File: config.mk
export PLATFORM = sky130hd
export DESIGN_NAME = multi_channel_countdown_timer_flat
export DESIGN_NICKNAME = d
export VERILOG_FILES = /design/src/sv/mcct_pkg.sv /design/src/sv/mcct_req_if.sv /design/src/sv/mcct_rsp_if.sv /design/src/sv/mcct_bank.sv /design/src/sv/multi_channel_countdown_timer.sv /design/src/flat_wrapper.sv
export SDC_FILE = /design/constraint.sdc
export NUM_CORES = 1
export LEC_CHECK = 0
export ABC_AREA = 1
export CAP_MARGIN = 30
export CELL_PAD_IN_SITES_DETAIL_PLACEMENT = 0
export CELL_PAD_IN_SITES_GLOBAL_PLACEMENT = 1
export CORE_MARGIN = 1
export CORE_UTILIZATION = 35
export CTS_BUF_LIST = sky130_fd_sc_hd__clkbuf_4 sky130_fd_sc_hd__clkbuf_8
export CTS_CLUSTER_DIAMETER = 150
export DETAILED_ROUTE_END_ITERATION = 6
export DONT_BUFFER_PORTS = 1
export PLACE_DENSITY = 0.66
export RECOVER_POWER = 25
export SYNTH_ARGS = -nofsm -noshare
export SYNTH_HDL_FRONTEND = slang
export SYNTH_SLANG_ARGS = --single-unit
File: constraint.sdc
create_clock -name clk -period 6 [get_ports clk]
set_input_delay 1.5 -clock clk [delete_from_list [all_inputs] [get_ports clk]]
set_output_delay 1.5 -clock clk [all_outputs]
set_load 0.01 [all_outputs]
File: src/sv/mcct_pkg.sv
// shared types and constants of the multi-channel countdown timer
// no dependencies; imported by every other file of the block

package mcct_pkg;

    localparam int CHANNELS_DEFAULT = 4;
    localparam int MAX_CHANNELS     = 16;

    localparam int OP_W    = 3;
    localparam int CHAN_W  = 2;
    localparam int COUNT_W = 32;
    localparam int MASK_W  = 4;

    localparam logic [COUNT_W-1:0] TICKS_MAX = {COUNT_W{1'b1}};

    typedef enum logic [OP_W-1:0] {
        OP_TICK      = 3'd0,
        OP_ARM       = 3'd1,
        OP_REARM     = 3'd2,
        OP_FIND_FREE = 3'd3,
        OP_RELEASE   = 3'd4
    } op_t;

    typedef struct packed {
        op_t                op;
        logic [CHAN_W-1:0]  channel;
        logic [COUNT_W-1:0] ticks;
        logic               tick_en;
        logic [MASK_W-1:0]  hook_mask;
        logic               fire;
    } bank_cmd_t;

    typedef struct packed {
        logic [MASK_W-1:0] fired;
        logic [MASK_W-1:0] done;
        logic              any_next;
        logic              busy;
        logic              free_found;
        logic [CHAN_W-1:0] free_index;
    } bank_stat_t;

endpackage

File: src/sv/mcct_req_if.sv
// request channel of the countdown timer: valid/ready plus operation fields
// depends on mcct_pkg

interface mcct_req_if
    import mcct_pkg::*;
();
    logic               valid;
    logic               ready;
    logic [OP_W-1:0]    operation;
    logic [CHAN_W-1:0]  channel;
    logic [COUNT_W-1:0] ticks;

    modport source (output valid, output operation, output channel, output ticks,
                    input ready);
    modport sink   (input valid, input operation, input channel, input ticks,
                    output ready);
endinterface

File: src/sv/mcct_rsp_if.sv
// response channel of the countdown timer: valid/ready plus status fields
// depends on mcct_pkg

interface mcct_rsp_if
    import mcct_pkg::*;
();
    logic               valid;
    logic               ready;
    logic [MASK_W-1:0]  fired_mask;
    logic [MASK_W-1:0]  done_flags;
    logic               irq_enabled;
    logic [COUNT_W-1:0] tick_count;
    logic               free_found;
    logic [CHAN_W-1:0]  free_index;

    modport source (output valid, output fired_mask, output done_flags,
                    output irq_enabled, output tick_count, output free_found,
                    output free_index, input ready);
    modport sink   (input valid, input fired_mask, input done_flags,
                    input irq_enabled, input tick_count, input free_found,
                    input free_index, output ready);
endinterface

File: src/sv/mcct_bank.sv
// channel bank: count, reload and done state of every channel, updated in parallel
// depends on mcct_pkg

module mcct_bank
    import mcct_pkg::*;
#(
    parameter int CHANNELS = CHANNELS_DEFAULT
) (
    input  logic       clk,
    input  logic       rst_n,
    input  bank_cmd_t  cmd,
    output bank_stat_t stat
);

    logic [COUNT_W-1:0] cnt_reg  [CHANNELS];
    logic [COUNT_W-1:0] cnt_next [CHANNELS];
    logic [COUNT_W-1:0] rld_reg  [CHANNELS];
    logic [COUNT_W-1:0] rld_next [CHANNELS];
    logic [CHANNELS-1:0] done_reg;
    logic [CHANNELS-1:0] done_next;
    logic [CHANNELS-1:0] fired_vec;
    logic [CHANNELS-1:0] nz_next;
    logic [CHANNELS-1:0] nz_cur;
    logic [MAX_CHANNELS-1:0] hook_ext;
    logic [MAX_CHANNELS-1:0] done_ext;
    logic [MAX_CHANNELS-1:0] fired_ext;
    logic [COUNT_W-1:0] load_val;
    logic               ch_ok;
    logic               found;
    logic [CHAN_W-1:0]  idx;

    assign hook_ext = MAX_CHANNELS'(cmd.hook_mask);
    assign load_val = (cmd.ticks == TICKS_MAX) ? cmd.ticks : cmd.ticks + 1'b1;
    assign ch_ok    = 32'(cmd.channel) < 32'(CHANNELS);

    for (genvar n = 0; n < CHANNELS; n++) begin : g_chan
        localparam bit HAS_HOOK = (n < MASK_W);
        logic sel;

        assign sel = ch_ok && (32'(cmd.channel) == 32'(n));

        always_comb
        begin
            cnt_next[n]  = cnt_reg[n];
            rld_next[n]  = rld_reg[n];
            done_next[n] = done_reg[n];
            fired_vec[n] = 1'b0;
            unique case (cmd.op)
                OP_TICK:
                begin
                    if (cmd.tick_en && cnt_reg[n] != '0)
                    begin
                        cnt_next[n] = cnt_reg[n] - 1'b1;
                        if (cnt_reg[n] == COUNT_W'(1))
                        begin
                            if (HAS_HOOK && hook_ext[n])
                                fired_vec[n] = 1'b1;
                            else
                                done_next[n] = 1'b1;
                        end
                    end
                end
                OP_ARM:
                begin
                    if (sel)
                    begin
                        done_next[n] = 1'b0;
                        rld_next[n]  = load_val;
                        cnt_next[n]  = load_val;
                    end
                end
                OP_REARM:
                begin
                    if (sel)
                        cnt_next[n] = rld_reg[n];
                end
                OP_RELEASE:
                begin
                    if (sel)
                        rld_next[n] = '0;
                end
                default:
                begin
                end
            endcase
        end

        assign nz_next[n] = cnt_next[n] != '0;
        assign nz_cur[n]  = cnt_reg[n] != '0;

        always_ff @(posedge clk or negedge rst_n)
        begin
            if (!rst_n)
            begin
                cnt_reg[n]  <= '0;
                rld_reg[n]  <= '0;
                done_reg[n] <= 1'b0;
            end
            else if (cmd.fire)
            begin
                cnt_reg[n]  <= cnt_next[n];
                rld_reg[n]  <= rld_next[n];
                done_reg[n] <= done_next[n];
            end
        end
    end

    // lowest channel with a zero reload
    always_comb
    begin
        found = 1'b0;
        idx   = '0;
        for (int i = CHANNELS - 1; i >= 0; i--)
        begin
            if (rld_reg[i] == '0)
            begin
                found = 1'b1;
                idx   = CHAN_W'(i);
            end
        end
    end

    assign done_ext  = MAX_CHANNELS'(done_next);
    assign fired_ext = MAX_CHANNELS'(fired_vec);

    always_comb
    begin
        stat.fired      = fired_ext[MASK_W-1:0];
        stat.done       = done_ext[MASK_W-1:0];
        stat.any_next   = |nz_next;
        stat.busy       = |nz_cur;
        stat.free_found = (cmd.op == OP_FIND_FREE) && found;
        stat.free_index = ((cmd.op == OP_FIND_FREE) && found) ? idx : '0;
    end

endmodule

File: src/sv/multi_channel_countdown_timer.sv
// top level of the multi-channel countdown timer: request and response stages,
// timestamp, interrupt enable and hook mask; depends on mcct_pkg, the channel
// interfaces and mcct_bank
//
// usage:
//   req carries one operation per transaction (tick, arm, rearm, find_free,
//   release); rsp returns exactly one status transaction for each of them,
//   in order. cfg_we/cfg_wdata write the hook mask; write it only while idle.
//   path: a request accepted into the input register reaches rsp from the
//   result register (one input register, one result register).
//   throughput: one transaction per cycle while rsp accepts, each taking a
//   single pass through the channel bank update between the two registers.
//   reset: all counts, reloads, done flags, the timestamp, the interrupt
//   enable and the hook mask are cleared; both stages come up empty.
//   stall: while rsp is held off, the result register keeps its value and
//   the input register still takes one more request; req.ready drops only
//   when both registers are full.

module multi_channel_countdown_timer
    import mcct_pkg::*;
#(
    parameter int CHANNELS = CHANNELS_DEFAULT
) (
    input  logic              clk,
    input  logic              rst_n,
    mcct_req_if.sink          req,
    mcct_rsp_if.source        rsp,
    input  logic              cfg_we,
    input  logic [MASK_W-1:0] cfg_wdata
);

    logic               in_vld_reg;
    logic [OP_W-1:0]    op_reg;
    logic [CHAN_W-1:0]  ch_reg;
    logic [COUNT_W-1:0] ticks_reg;

    logic               out_vld_reg;
    logic [MASK_W-1:0]  fired_reg;
    logic [MASK_W-1:0]  done_reg;
    logic               irq_out_reg;
    logic [COUNT_W-1:0] ts_out_reg;
    logic               found_reg;
    logic [CHAN_W-1:0]  index_reg;

    logic [MASK_W-1:0]  hook_reg;
    logic               irq_reg;
    logic               irq_next;
    logic [COUNT_W-1:0] ts_reg;
    logic [COUNT_W-1:0] ts_next;

    logic       adv;
    logic       fire;
    op_t        op;
    bank_cmd_t  cmd;
    bank_stat_t stat;

    assign adv       = !out_vld_reg || rsp.ready;
    assign fire      = in_vld_reg && adv;
    assign req.ready = !in_vld_reg || adv;
    assign op        = op_t'(op_reg);

    always_comb
    begin
        cmd.op        = op;
        cmd.channel   = ch_reg;
        cmd.ticks     = ticks_reg;
        cmd.tick_en   = irq_reg;
        cmd.hook_mask = hook_reg;
        cmd.fire      = fire;
    end

    mcct_bank #(
        .CHANNELS (CHANNELS)
    ) u_bank (
        .clk   (clk),
        .rst_n (rst_n),
        .cmd   (cmd),
        .stat  (stat)
    );

    always_comb
    begin
        irq_next = irq_reg;
        ts_next  = ts_reg;
        unique case (op)
            OP_TICK:
            begin
                if (irq_reg)
                begin
                    ts_next = ts_reg + 1'b1;
                    if (!stat.any_next)
                        irq_next = 1'b0;
                end
            end
            OP_ARM, OP_REARM:
            begin
                if (32'(ch_reg) < 32'(CHANNELS))
                    irq_next = 1'b1;
            end
            default:
            begin
            end
        endcase
    end

    // input stage
    always_ff @(posedge clk or negedge rst_n)
    begin
        if (!rst_n)
            in_vld_reg <= 1'b0;
        else if (req.ready)
            in_vld_reg <= req.valid;
    end

    always_ff @(posedge clk)
    begin
        if (req.ready && req.valid)
        begin
            op_reg    <= req.operation;
            ch_reg    <= req.channel;
            ticks_reg <= req.ticks;
        end
    end

    // timer state and hook mask
    always_ff @(posedge clk or negedge rst_n)
    begin
        if (!rst_n)
        begin
            irq_reg  <= 1'b0;
            ts_reg   <= '0;
            hook_reg <= '0;
        end
        else
        begin
            if (fire)
            begin
                irq_reg <= irq_next;
                ts_reg  <= ts_next;
            end
            if (cfg_we)
                hook_reg <= cfg_wdata;
        end
    end

    // result stage
    always_ff @(posedge clk or negedge rst_n)
    begin
        if (!rst_n)
            out_vld_reg <= 1'b0;
        else if (adv)
            out_vld_reg <= in_vld_reg;
    end

    always_ff @(posedge clk)
    begin
        if (fire)
        begin
            fired_reg   <= stat.fired;
            done_reg    <= stat.done;
            irq_out_reg <= irq_next;
            ts_out_reg  <= ts_next;
            found_reg   <= stat.free_found;
            index_reg   <= stat.free_index;
        end
    end

    assign rsp.valid       = out_vld_reg;
    assign rsp.fired_mask  = fired_reg;
    assign rsp.done_flags  = done_reg;
    assign rsp.irq_enabled = irq_out_reg;
    assign rsp.tick_count  = ts_out_reg;
    assign rsp.free_found  = found_reg;
    assign rsp.free_index  = index_reg;

`ifndef NO_ASSERTIONS
    // counting stops only once every channel has run down
    a_idle_means_zero: assert property (@(posedge clk) disable iff (!rst_n)
        !irq_reg |-> !stat.busy)
        else $error("interrupt enable clear while a channel is still counting");

    // the timestamp moves only on a counted tick
    a_ts_only_on_tick: assert property (@(posedge clk) disable iff (!rst_n)
        ts_reg != $past(ts_reg) |-> $past(fire && op == OP_TICK && irq_reg))
        else $error("timestamp changed without a counted tick");

    // a free slot of the result stage always lets a request in
    a_ready_when_free: assert property (@(posedge clk) disable iff (!rst_n)
        !out_vld_reg |-> req.ready)
        else $error("request stalled although the result stage is empty");

    // no free index reported without a free channel
    a_index_needs_found: assert property (@(posedge clk) disable iff (!rst_n)
        out_vld_reg && !found_reg |-> index_reg == '0)
        else $error("free index set without a free channel");
`endif

endmodule

File: src/flat_wrapper.sv
// flat-port wrapper written by rule: the top's interface ports become plain ports
module multi_channel_countdown_timer_flat import mcct_pkg::*;
#(
    parameter int CHANNELS = CHANNELS_DEFAULT
)
  (clk, rst_n, cfg_we, cfg_wdata, req_valid, req_operation, req_channel, req_ticks, req_ready, rsp_valid, rsp_fired_mask, rsp_done_flags, rsp_irq_enabled, rsp_tick_count, rsp_free_found, rsp_free_index, rsp_ready);
  mcct_req_if req_i ();
  mcct_rsp_if rsp_i ();
  input  logic clk;
  input  logic rst_n;
  input  logic cfg_we;
  input  logic [MASK_W-1:0] cfg_wdata;
  input wire logic [$bits(req_i.valid)-1:0] req_valid;
  input wire logic [$bits(req_i.operation)-1:0] req_operation;
  input wire logic [$bits(req_i.channel)-1:0] req_channel;
  input wire logic [$bits(req_i.ticks)-1:0] req_ticks;
  output wire logic [$bits(req_i.ready)-1:0] req_ready;
  output wire logic [$bits(rsp_i.valid)-1:0] rsp_valid;
  output wire logic [$bits(rsp_i.fired_mask)-1:0] rsp_fired_mask;
  output wire logic [$bits(rsp_i.done_flags)-1:0] rsp_done_flags;
  output wire logic [$bits(rsp_i.irq_enabled)-1:0] rsp_irq_enabled;
  output wire logic [$bits(rsp_i.tick_count)-1:0] rsp_tick_count;
  output wire logic [$bits(rsp_i.free_found)-1:0] rsp_free_found;
  output wire logic [$bits(rsp_i.free_index)-1:0] rsp_free_index;
  input wire logic [$bits(rsp_i.ready)-1:0] rsp_ready;
  assign req_i.valid = req_valid;
  assign req_i.operation = req_operation;
  assign req_i.channel = req_channel;
  assign req_i.ticks = req_ticks;
  assign req_ready = req_i.ready;
  assign rsp_valid = rsp_i.valid;
  assign rsp_fired_mask = rsp_i.fired_mask;
  assign rsp_done_flags = rsp_i.done_flags;
  assign rsp_irq_enabled = rsp_i.irq_enabled;
  assign rsp_tick_count = rsp_i.tick_count;
  assign rsp_free_found = rsp_i.free_found;
  assign rsp_free_index = rsp_i.free_index;
  assign rsp_i.ready = rsp_ready;
  multi_channel_countdown_timer #(.CHANNELS(CHANNELS)) u_core (.clk(clk), .rst_n(rst_n), .req(req_i), .rsp(rsp_i), .cfg_we(cfg_we), .cfg_wdata(cfg_wdata));
endmodule
# [Yosys cells after proc, flatten, opt, wreduce, memory -nomap -nowiden]
# Cells that the tools add are included.
# Widths: inputs -> output; s select.
[word_totals] regBits=380 in_bits=46 out_inout_bits=46 wordCells=160
[classes] n_addsub=6 n_eq_ne=20 muxes=65 bitwise_logic=1 n_reduce_logical=38
[ops] op="$mux 32" n=23
[ops] op="$pmux 32 s3" n=4
[ops] op="$pmux 32 s2" n=4
[ops] op="$reduce_bool 32->1" n=8
[ops] op="$eq 32x1->1 const B" n=4
[ops] op="$logic_not 32->1" n=4
[ops] op="$sub 32x1->32 const B" n=4
[ops] op="$add 32x1->32 const B" n=2
[ops] op="$eq 32x32->1 const B" n=1
[ops] op="$mux 1" n=27
[ops] op="$ne 2x2->1 const B" n=8
[ops] op="$reduce_and 4->1" n=4
[ops] op="$reduce_and 3->1" n=4
[ops] op="$pmux 1 s2" n=5
[ops] op="$logic_and 1x1->1" n=7
[ops] op="$eq 3x2->1 const B" n=2
[ops] op="$eq 2x2->1 const B" n=2
[ops] op="$mux 2" n=2
[ops] op="$reduce_or 2->1" n=2
[ops] op="$reduce_or 4->1" n=1
[ops] op="$eq 3x1->1 const B" n=1
[ops] op="$eq 3x3->1 const B" n=1
[ops] op="$logic_not 3->1" n=1
[ops] op="$reduce_or 3->1" n=1
[ops] op="6 further kinds" n=8

# [Depth between registers and ports, before layout]
# Gate-level depths: netlist of run 1.
[logic_depth] ltp_word=9 depth_mapped=25 depth_no_buf=23

# [Cells and area by module]
# A second synthesis of run 1 with hierarchy kept.
[hier_totals] hier_cells=4320 area_unflattened_um2=27579.0
[by_module_without_submodules] mod="mcct_bank" instances=1 cells_per_inst=3831 area_per_inst_um2=22417.8 seq_area_each_um2=6506.2
[by_module_without_submodules] mod="multi_channel_countdown_timer" instances=1 cells_per_inst=489 area_per_inst_um2=5161.2 seq_area_each_um2=3408.3

# [Least setup slack after synthesis of run 1]
# Ideal clock, no wire load.
[synth_timing] path_type="input -> register" startpoint="input port rsp_ready" endpoint="register u_core.done_reg[0] (netlist: u_core.rsp.done_flags[0]) (enable)" t_arrival_ns=3.375 t_required_ns=5.574 slack_ns=2.200 path_stages=6 path_cell_list="inv_1 > nand2_1 > nand2_1 > clkbuf_1 > clkinv_1 > clkbuf_1"
[synth_between] elab_chain_len=2
[synth_lines] item="start, declared" line_no="flat_wrapper.sv:25" source="input wire logic [$bits(rsp_i.ready)-1:0] rsp_ready;"
[synth_lines] item="$logic_or 1x1->1" line_no="multi_channel_countdown_timer.sv:57" source="assign adv = !out_vld_reg || rsp.ready;"
[synth_lines] item="$logic_and 1x1->1" line_no="multi_channel_countdown_timer.sv:58" source="assign fire = in_vld_reg && adv;"
[synth_lines] item="named net u_core.fire" line_no="multi_channel_countdown_timer.sv:52" source="logic fire;"
[synth_lines] item="end signal, assigned" line_no="multi_channel_countdown_timer.sv:160" source="done_reg <= stat.done;"
[synth_lines] item="end, declared" line_no="multi_channel_countdown_timer.sv:39" source="logic [MASK_W-1:0] done_reg;"
# The timed path passes the listed nets, and every way through them passes these cells.
# A chain may end at the register's enable or synchronous reset.

# [Final worst setup path of run 1]
[layout_timing] startpoint="register u_core.op_reg[1] (netlist: u_core.op[1])" endpoint="register u_core.irq_reg"
[layout_between] elab_chain_len=7 word_cells_on_any_way=16
[layout_lines] item="start, declared" line_no="multi_channel_countdown_timer.sv:33" source="logic [OP_W-1:0] op_reg;"
[layout_lines] item="start signal, assigned" line_no="multi_channel_countdown_timer.sv:119" source="op_reg <= req.operation;"
[layout_lines] item="$eq 3x2->1, or another cell as far along" line_no="mcct_bank.sv:48, multi_channel_countdown_timer.sv:85"
[layout_lines] item="$pmux 32 s3" line_no="mcct_bank.sv:48" source="unique case (cmd.op)"
[layout_lines] item="$reduce_bool 32->1" line_no="mcct_bank.sv:88" source="assign nz_next[n] = cnt_next[n] != '0;"
[layout_lines] item="$reduce_or 4->1" line_no="mcct_bank.sv:130" source="stat.any_next = |nz_next;"
[layout_lines] item="$mux 1" line_no="multi_channel_countdown_timer.sv:91" source="if (!stat.any_next)"
[layout_lines] item="$mux 1" line_no="multi_channel_countdown_timer.sv:88" source="if (irq_reg)"
[layout_lines] item="$pmux 1 s2 (*)" line_no="multi_channel_countdown_timer.sv:85" source="unique case (op)"
[layout_lines] item="named net u_core.irq_next" line_no="multi_channel_countdown_timer.sv:47" source="logic irq_next;"
[layout_lines] item="end signal, assigned" line_no="multi_channel_countdown_timer.sv:138" source="irq_reg <= irq_next;"
[layout_lines] item="end, declared" line_no="multi_channel_countdown_timer.sv:46" source="logic irq_reg;"
# The timed path passes the listed nets; every way through them passes the cells marked *.

==> metrics, run 1 <==
pre-CTS WS=1.85 ns; CP max FO=15; CP Capture Type=flip-flop; Pre-antenna DRT Iters=6; Num CTS Buffers=77; final hold violation count=0; detail-routed net length per standard cell=between 20 and 30 um; Pwr Density=between 400 and 500 nW/um2; kind of critical path=reg -> reg; layout cell share with drive strength beyond 1=under 10%; WL final=roughly 130000 um; largest cells by area after synthesis=dfrtp_1, nand2_1, edfxtp_1, o21ai_0, nor2_1; nets@finish=4114; number of global-route vias before repair=approximately 27000; Worst-path clk slew=0.07 ns; deepest clock path buffer count=3; Setup TNS=0 ns; first-pass GRT wire length=about 190000 um; hold_sp=u_core.ts_reg[26]; R2R depth=19; commonest non-fill, non-tap cell in the layout=nand2_1; Root Buffer=clkbuf_8; cell area after layout=between 20000 and 30000 um2; row cnt=101; launch point of the critical path=u_core.op[1]; number of flops mapped to enable cells by yosys=81; grt ovf=0; I/O pin count=92; r2r endpoint=u_core.irq_reg; #FFs+latches synth=380; Final Power=13100 uW; Max-slew headroom=between 6 and 7%; Worst-Margin Slew=between 1 and 1.5 ns; CTS tree=built; CP endpoint=u_core.irq_reg; cells after synthesis=between 4000 and 5000; DR vias=28900; Final setup viols=0; post-CTS sizing=0; main flop type after synthesis=dfrtp_1; Hold Crit Class=reg -> reg; Worst setup SP type=flip-flop; critical path data arrival time=4.88 ns; hpwl dp=~94000 um; Post-Syn Nets=4171; clock sink count=380; Crit path largest cell delay=roughly 0.76 ns; worst reg2reg setup slack=between 1.5 and 2 ns; Avg Cell Area, Syn=~6.5 um2; synth-to-layout area growth=10.3%; antenna violations before repair=7; all-layer global routing usage=~33%; Required @ worst endpoint=between 6 and 7 ns; fin crit share=between 70 and 80%; core area=between 70000 and 80000 um2; Synthesis Warnings=0; number of max-cap violations=0; Tmin final=4.23 ns; clk_skew=0.0507 ns; hold buffers post-CTS=0; postcts setup bufs=0; RSZ-0062 raised after global routing=no; Vias/cell=5.61; Most common cell on crit path=nand2_1; Synth area leader=dfrtp_1; input/output buffers=0; VDD IR-drop max=between 200 and 250 uV; sequential area share after synthesis=a little under two fifths; Lkg Pwr=0.0134 uW; die area=between 70000 and 80000 um2; Peak Freq=~240 MHz; antenna viol nets, final=0; 1st-iter DRT viols=roughly 3600; slack of the critical path=1.77 ns; status=completed; H-tree Lvls=3; Netlist cell types=46; worst r2r src=u_core.op[1]; Async S/R FF share, synth=78.7%; # DRC=0; Max Slew Vio Count=0; largest net degree at the start of global routing=300; GPL Wtd Cong=roughly 1.0; chip width=279 um; most frequent cells in the layout=nand2_1, nor2_1, o21ai_0; share of the synthesized area in the top cell type=27.9%; Clock Latency Late Sink=0.71 ns; placed cell area=around 28000 um2; Die Height=around 280 um; Starting Density=between 30% and 40%; slowest CP cell=nor2_2; CP Cell Sequence=nor2_2 -> nand2_1 -> buf_4 -> nor2_2 -> buf_4 -> nand3_1 -> nand3_1 -> nand2_1 -> nand2_1 -> nor2_1 -> nand2_1 -> nor2_1 -> nand2_1 -> nor2_1 -> nand3_1 -> nand2_1 -> nand2_2 -> nand2_1 -> nand2_1; Util after Layout=just under 40%; Cell Area, Synth=between 20000 and 30000 um2
==> worst min path at each step <==
stage / end / slack (ns) / cells after the start
final: u_core.ts_reg[26] / 0.49 / 2
after global routing: u_core.ts_reg[7] / 0.50 / 0
after CTS: u_core.u_bank.cnt_reg[62] / 0.47 / 0
after detailed placement: u_core.ts_reg[26] / 0.48 / 2
after global placement: u_core.ts_reg[26] / 0.47 / 2
after floorplan: u_core.ts_reg[26] / 0.45 / 2
==> stage by stage <==
| stage | cells | hold slack [ns] |
|---|---|---|
| after global placement | 4997 | 0.470 |
| after global routing | 5148 | 0.502 |
| after detailed placement | 5005 | 0.478 |
| after floorplan | 4111 | 0.453 |
| after CTS | 5147 | 0.468 |
| final | 5150 | 0.489 |
==> layout make-up <==
| cell class | instances | area [um2] |
|---|---|---|
| Sequential cell | 380 | 9910 |
| Multi-Input combinational cell | 3208 | 14900 |
| Clock inverter | 25 | 179 |
| Tap cell | 1030 | 1290 |
| Inverter | 319 | 1200 |
| Timing Repair Buffer | 68 | 636 |
| Fill cell | 8223 | 46300 |
| Clock buffer | 117 | 1480 |
| Antenna cell | 3 | 7.51 |
==> per-layer routing <==
metal	vias up	global-route usage [%]	routed length, um
met5	-	0	57
li1	13400	-	-
met2	1489	51.2	57400
met3	292	7.12	12100
met1	13800	44.5	55000
met4	8	14.9	6260
==> report_power, final <==
part           switching, uW  internal, uW  total, uW
logic                   3840          1530       5370
registers               1240          3480       4730
clock network           1340          1660       3010
==> synth_stat cells, drive strengths merged, types with 2 or more instances <==
master and number:
o32ai 2, inv 314, o211ai 106, o221ai 3, o22ai 2, xnor2 11, buf 75, nor2 445
dfrtp 299, xor2 94, ha 14, clkbuf 129, o21bai 2, nand2 1510, nand4 48, or2 2
nor4 34, or4 2, o21ai 401, a21oi 143, and2 5, nor3 15, edfxtp 81, nand3b 8
a21o 2, a211oi 16, a221oi 22, clkinv 5, a31oi 2, nand3 317
==> critical path: cells and delay by family, from the launching register on <==
kind / cells / cell delay [ns]
flops: 1 / 0.46
buf+inv: 2 / 0.74
simple gates: 17 / 2.94
==> cells by family after synthesis <==
kind of cell / after synthesis / share of synthesized area, %
compound gates: 702 / 14.7
xor+xnor: 105 / 3.43
fa+ha+maj: 14 / 0.653
buf+inv: 523 / 7.77
flops: 380 / 36.9
simple gates: 2387 / 36.5
(Power assumes the default switching activity.)
==> inputs of run 2 (changes only) <==
--- a/config.mk
+++ b/config.mk
@@ -5,7 +5,7 @@
 export SDC_FILE = /design/constraint.sdc
 export NUM_CORES = 1
 export LEC_CHECK = 0
-export ABC_AREA = 1
+export ABC_AREA = 0
 export CAP_MARGIN = 30
 export CELL_PAD_IN_SITES_DETAIL_PLACEMENT = 0
 export CELL_PAD_IN_SITES_GLOBAL_PLACEMENT = 1
@@ -15,7 +15,7 @@
 export CTS_CLUSTER_DIAMETER = 150
 export DETAILED_ROUTE_END_ITERATION = 6
 export DONT_BUFFER_PORTS = 1
-export PLACE_DENSITY = 0.66
+export PLACE_DENSITY = 0.65
 export RECOVER_POWER = 25
 export SYNTH_ARGS = -nofsm -noshare
 export SYNTH_HDL_FRONTEND = slang
==> constraint.sdc (replaced) <==
create_clock -name clk -period 3.55 [get_ports clk]
set_input_delay 0.8875 -clock clk [delete_from_list [all_inputs] [get_ports clk]]
set_output_delay 0.8875 -clock clk [all_outputs]
set_load 0.01 [all_outputs]
==> metrics, run 2 <==
largest family of logic cells by synthesized area=compound AO/OA/AOI/OAI gates (was simple AND/OR/NAND/NOR gates); Vias/cell=6.32 (was 5.61); Worst-Margin Slew=0.980 ns (was 1.40 ns); GPL Wtd Cong=1.07 (was 1.00); Crit path largest cell delay=0.62 ns (was 0.76 ns); slowest CP cell=or4_4 (was nor2_2); most frequent cells in the layout=buf_4, nand2_1, dfrtp_1 (was nand2_1, nor2_1, o21ai_0); CP Cell Sequence=ha_2 -> nand3_4 -> or4_4 -> buf_6 -> nor3_4 -> buf_4 -> nor2_1 -> buf_4 -> o221ai_1 -> a21o_1 -> a21oi_1 -> o211ai_1 -> or4_4 -> nor4_4 -> a21oi_1 (was nor2_2 -> nand2_1 -> buf_4 -> nor2_2 -> buf_4 -> nand3_1 -> nand3_1 -> nand2_1 -> nand2_1 -> nor2_1 -> nand2_1 -> nor2_1 -> nand2_1 -> nor2_1 -> nand3_1 -> nand2_1 -> nand2_2 -> nand2_1 -> nand2_1); Cell Area, Synth=24500 um2 (was 26800 um2); failing checks=negative hold slack, negative setup slack; slack of the critical path=-0.467 ns (was 1.77 ns); Synthesis Warnings=0 (unchanged); Starting Density=35.6% (was 35.3%); number of flops mapped to enable cells by yosys=81 (unchanged); area share of and/or/nand/nor cells after synthesis=24.8% (was 36.5%); post-synthesis compound-gate area fraction=25.4% (was 14.7%); DR vias=30600 (was 28900); synth-to-layout area growth=48.1% (was 10.3%); VDD IR-drop max=318 uV (was 205 uV); Synth area leader=dfrtp_1 (unchanged); antenna viol nets, final=0 (unchanged); Required @ worst endpoint=4.02 ns (was 6.65 ns); Hold Slack=-0.100 ns (was 0.489 ns); fin crit share=113% (was 70.5%); CP Capture Type=flip-flop (unchanged); largest cells by area after synthesis=dfrtp_1, edfxtp_1, nand2_1, o21ai_0, a21oi_1 (was dfrtp_1, nand2_1, edfxtp_1, o21ai_0, nor2_1); deepest clock path buffer count=3 (unchanged); Die Height=267 um (was 279 um); Max Slew Vio Count=0 (unchanged); clock sink count=380 (unchanged); sequential area share after synthesis=40.4% (was 36.9%); Root Buffer=clkbuf_8 (unchanged); Tmin final=4.02 ns (was 4.23 ns); I/O pin count=92 (unchanged); Pwr Density=558 nW/um2 (was 443 nW/um2); kind of critical path=reg -> reg (unchanged); chip width=267 um (was 279 um); Post-Syn Nets=3021 (was 4171); most numerous cell in the Yosys netlist=nand2_1 (unchanged); H-tree Lvls=3 (unchanged); 1st-iter DRT viols=4094 (was 3575); Hold Crit Class=in -> async (was reg -> reg); CP max FO=10 (was 15); all-layer global routing usage=43.2% (was 33.2%); final hold violation count=142 (was 0); Worst Path Buf+Inv=3 (was 2); Lkg Pwr=0.0160 uW (was 0.0134 uW); Netlist cell types=92 (was 46); nets@finish=3917 (was 4114); cells after synthesis=2961 (was 4111); CP delay by family, top=simple AND/OR/NAND/NOR gates (unchanged); hpwl dp=120000 um (was 94100 um); WL final=155000 um (was 131000 um); Avg Cell Area, Syn=8.29 um2 (was 6.53 um2); share of the synthesized area in the top cell type=30.5% (was 27.9%); critical path data arrival time=4.48 ns (was 4.88 ns); row cnt=96 (was 101); Pre-antenna DRT Iters=6 (unchanged); die area=71200 um2 (was 77800 um2); clk_skew=0.0408 ns (was 0.0507 ns); antenna violations before repair=10 (was 7); Final setup viols=2 (was 0); Max-slew headroom=34.2% (was 6.83%); #FFs+latches synth=380 (unchanged); input/output buffers=0 (unchanged); Num CTS Buffers=75 (was 77); layout cell share with drive strength beyond 1=36.8% (was 6.29%); Adder-Cell Fraction of Synth Area=0.714% (was 0.653%); status=finished, violations left (was completed); Peak Freq=249 MHz (was 236 MHz); post-synthesis mux area share=1.14% (was 0%); largest net degree at the start of global routing=300 (unchanged); number of global-route vias before repair=29000 (was 26800); main flop type after synthesis=dfrtp_1 (unchanged); synth cell count leaders=nand2_1, dfrtp_1, o21ai_0 (was nand2_1, nor2_1, o21ai_0); Final Power=20300 uW (was 13100 uW); grt ovf=0 (unchanged); core area=68900 um2 (was 75900 um2); Worst setup SP type=flip-flop (unchanged); CTS tree=built (unchanged); cell area after layout=36300 um2 (was 29600 um2); number of max-cap violations=0 (unchanged); first-pass GRT wire length=217000 um (was 189000 um); Post-Synth XOR/XNOR Area=3.32% (was 3.43%); commonest non-fill, non-tap cell in the layout=buf_4 (was nand2_1); # DRC=0 (unchanged); placed cell area=33100 um2 (was 27900 um2); Clock Latency Late Sink=0.72 ns (was 0.71 ns); Async S/R FF share, synth=78.7% (unchanged); RSZ-0062 raised after global routing=yes (was no); detail-routed net length per standard cell=32.0 um (was 25.4 um); Worst-path clk slew=0.06 ns (was 0.07 ns)
run 2: timing repair:
| action | 4_1_cts | 5_1_grt |
|---|---|---|
| setup buffers | 33 | 25 |
| endpoints found under the hold margin | 299 | 299 |
| gates resized for setup | 188 | 70 |
| pin swaps | 54 | 34 |
| cloned | 0 | 0 |
| endpoints found under the setup margin | 29 | 14 |
run 2: metal layers:
| layer | vias up | track usage [%] | wire [um] |
|---|---|---|---|
| met5 | - | 0 | 92 |
| met4 | 12 | 26.6 | 11500 |
| met3 | 511 | 12.3 | 18100 |
| met2 | 1989 | 61.9 | 63800 |
| met1 | 15100 | 57.0 | 61700 |
| li1 | 13000 | - | - |
run 2: layout make-up:
type / instances / area (um2)
Inverter: 44 / 170
Timing Repair Buffer: 1047 / 8630
Clock buffer: 108 / 1320
Tap cell: 931 / 1160
Multi-Input combinational cell: 2309 / 14800
Sequential cell: 380 / 9920
Antenna cell: 2 / 5.00
Clock inverter: 30 / 317
Fill cell: 6578 / 32600
run 2: kinds of logic (layout without fill, tap and decap cells):
family	after synthesis	in the layout
AND/OR/NAND/NOR	1220	1220
flip-flops	380	380
XOR/XNOR	93	93
AO/OA/AOI/OAI	957	957
adder cells (fa/ha/maj)	14	14
other	0	2
multiplexers	25	25
buffers and inverters	272	1229
run 2: worst reg2reg max path, delay by kind of cell (launching register included):
family | cells | cell delay [ns]
and+or+nand+nor | 6 | 1.55
buffers and inverters | 3 | 0.55
AOI/OAI and AO/OA | 5 | 1.02
DFF | 1 | 0.41
adders and majority gates | 1 | 0.23
run 2: final timing paths:
kind                                        endpoint  cells after the start  slack, ns                 startpoint
min in group clk                    u_core.ch_reg[0]                      0       0.26             req_channel[0]
max in group asynchronous  u_core.u_bank.cnt_reg[82]                      0       2.89                      rst_n
hold / removal             u_core.u_bank.cnt_reg[17]                      0      -0.10                      rst_n
setup / recovery              u_core.rsp.irq_enabled                     15      -0.47        u_core.ticks_reg[0]
setup reg to reg              u_core.rsp.irq_enabled                     15      -0.47        u_core.ticks_reg[0]
hold reg to reg            u_core.u_bank.done_reg[0]                      2       0.48  u_core.u_bank.done_reg[0]
run 2: power breakdown:
part	switching [uW]	internal (uW)
Combinational	4940	3700
Clock	2270	2860
Sequential	1070	5420
Total	8290	12000
run 2: per-stage QoR:
step           utilization (%)  setup WS [ns]  std cells  setup TNS, ns
5_1_grt                   52.7         -0.498       4850         -0.993
3_3_place_gp              47.9          -1.01       4652         -17.42
2_1_floorplan                -        -0.0202       2961        -0.0202
6_report                  52.7         -0.467       4851         -0.846
3_5_place_dp              48.0         -0.808       4658          -4.99
4_1_cts                   51.9         -0.343       4825         -0.608
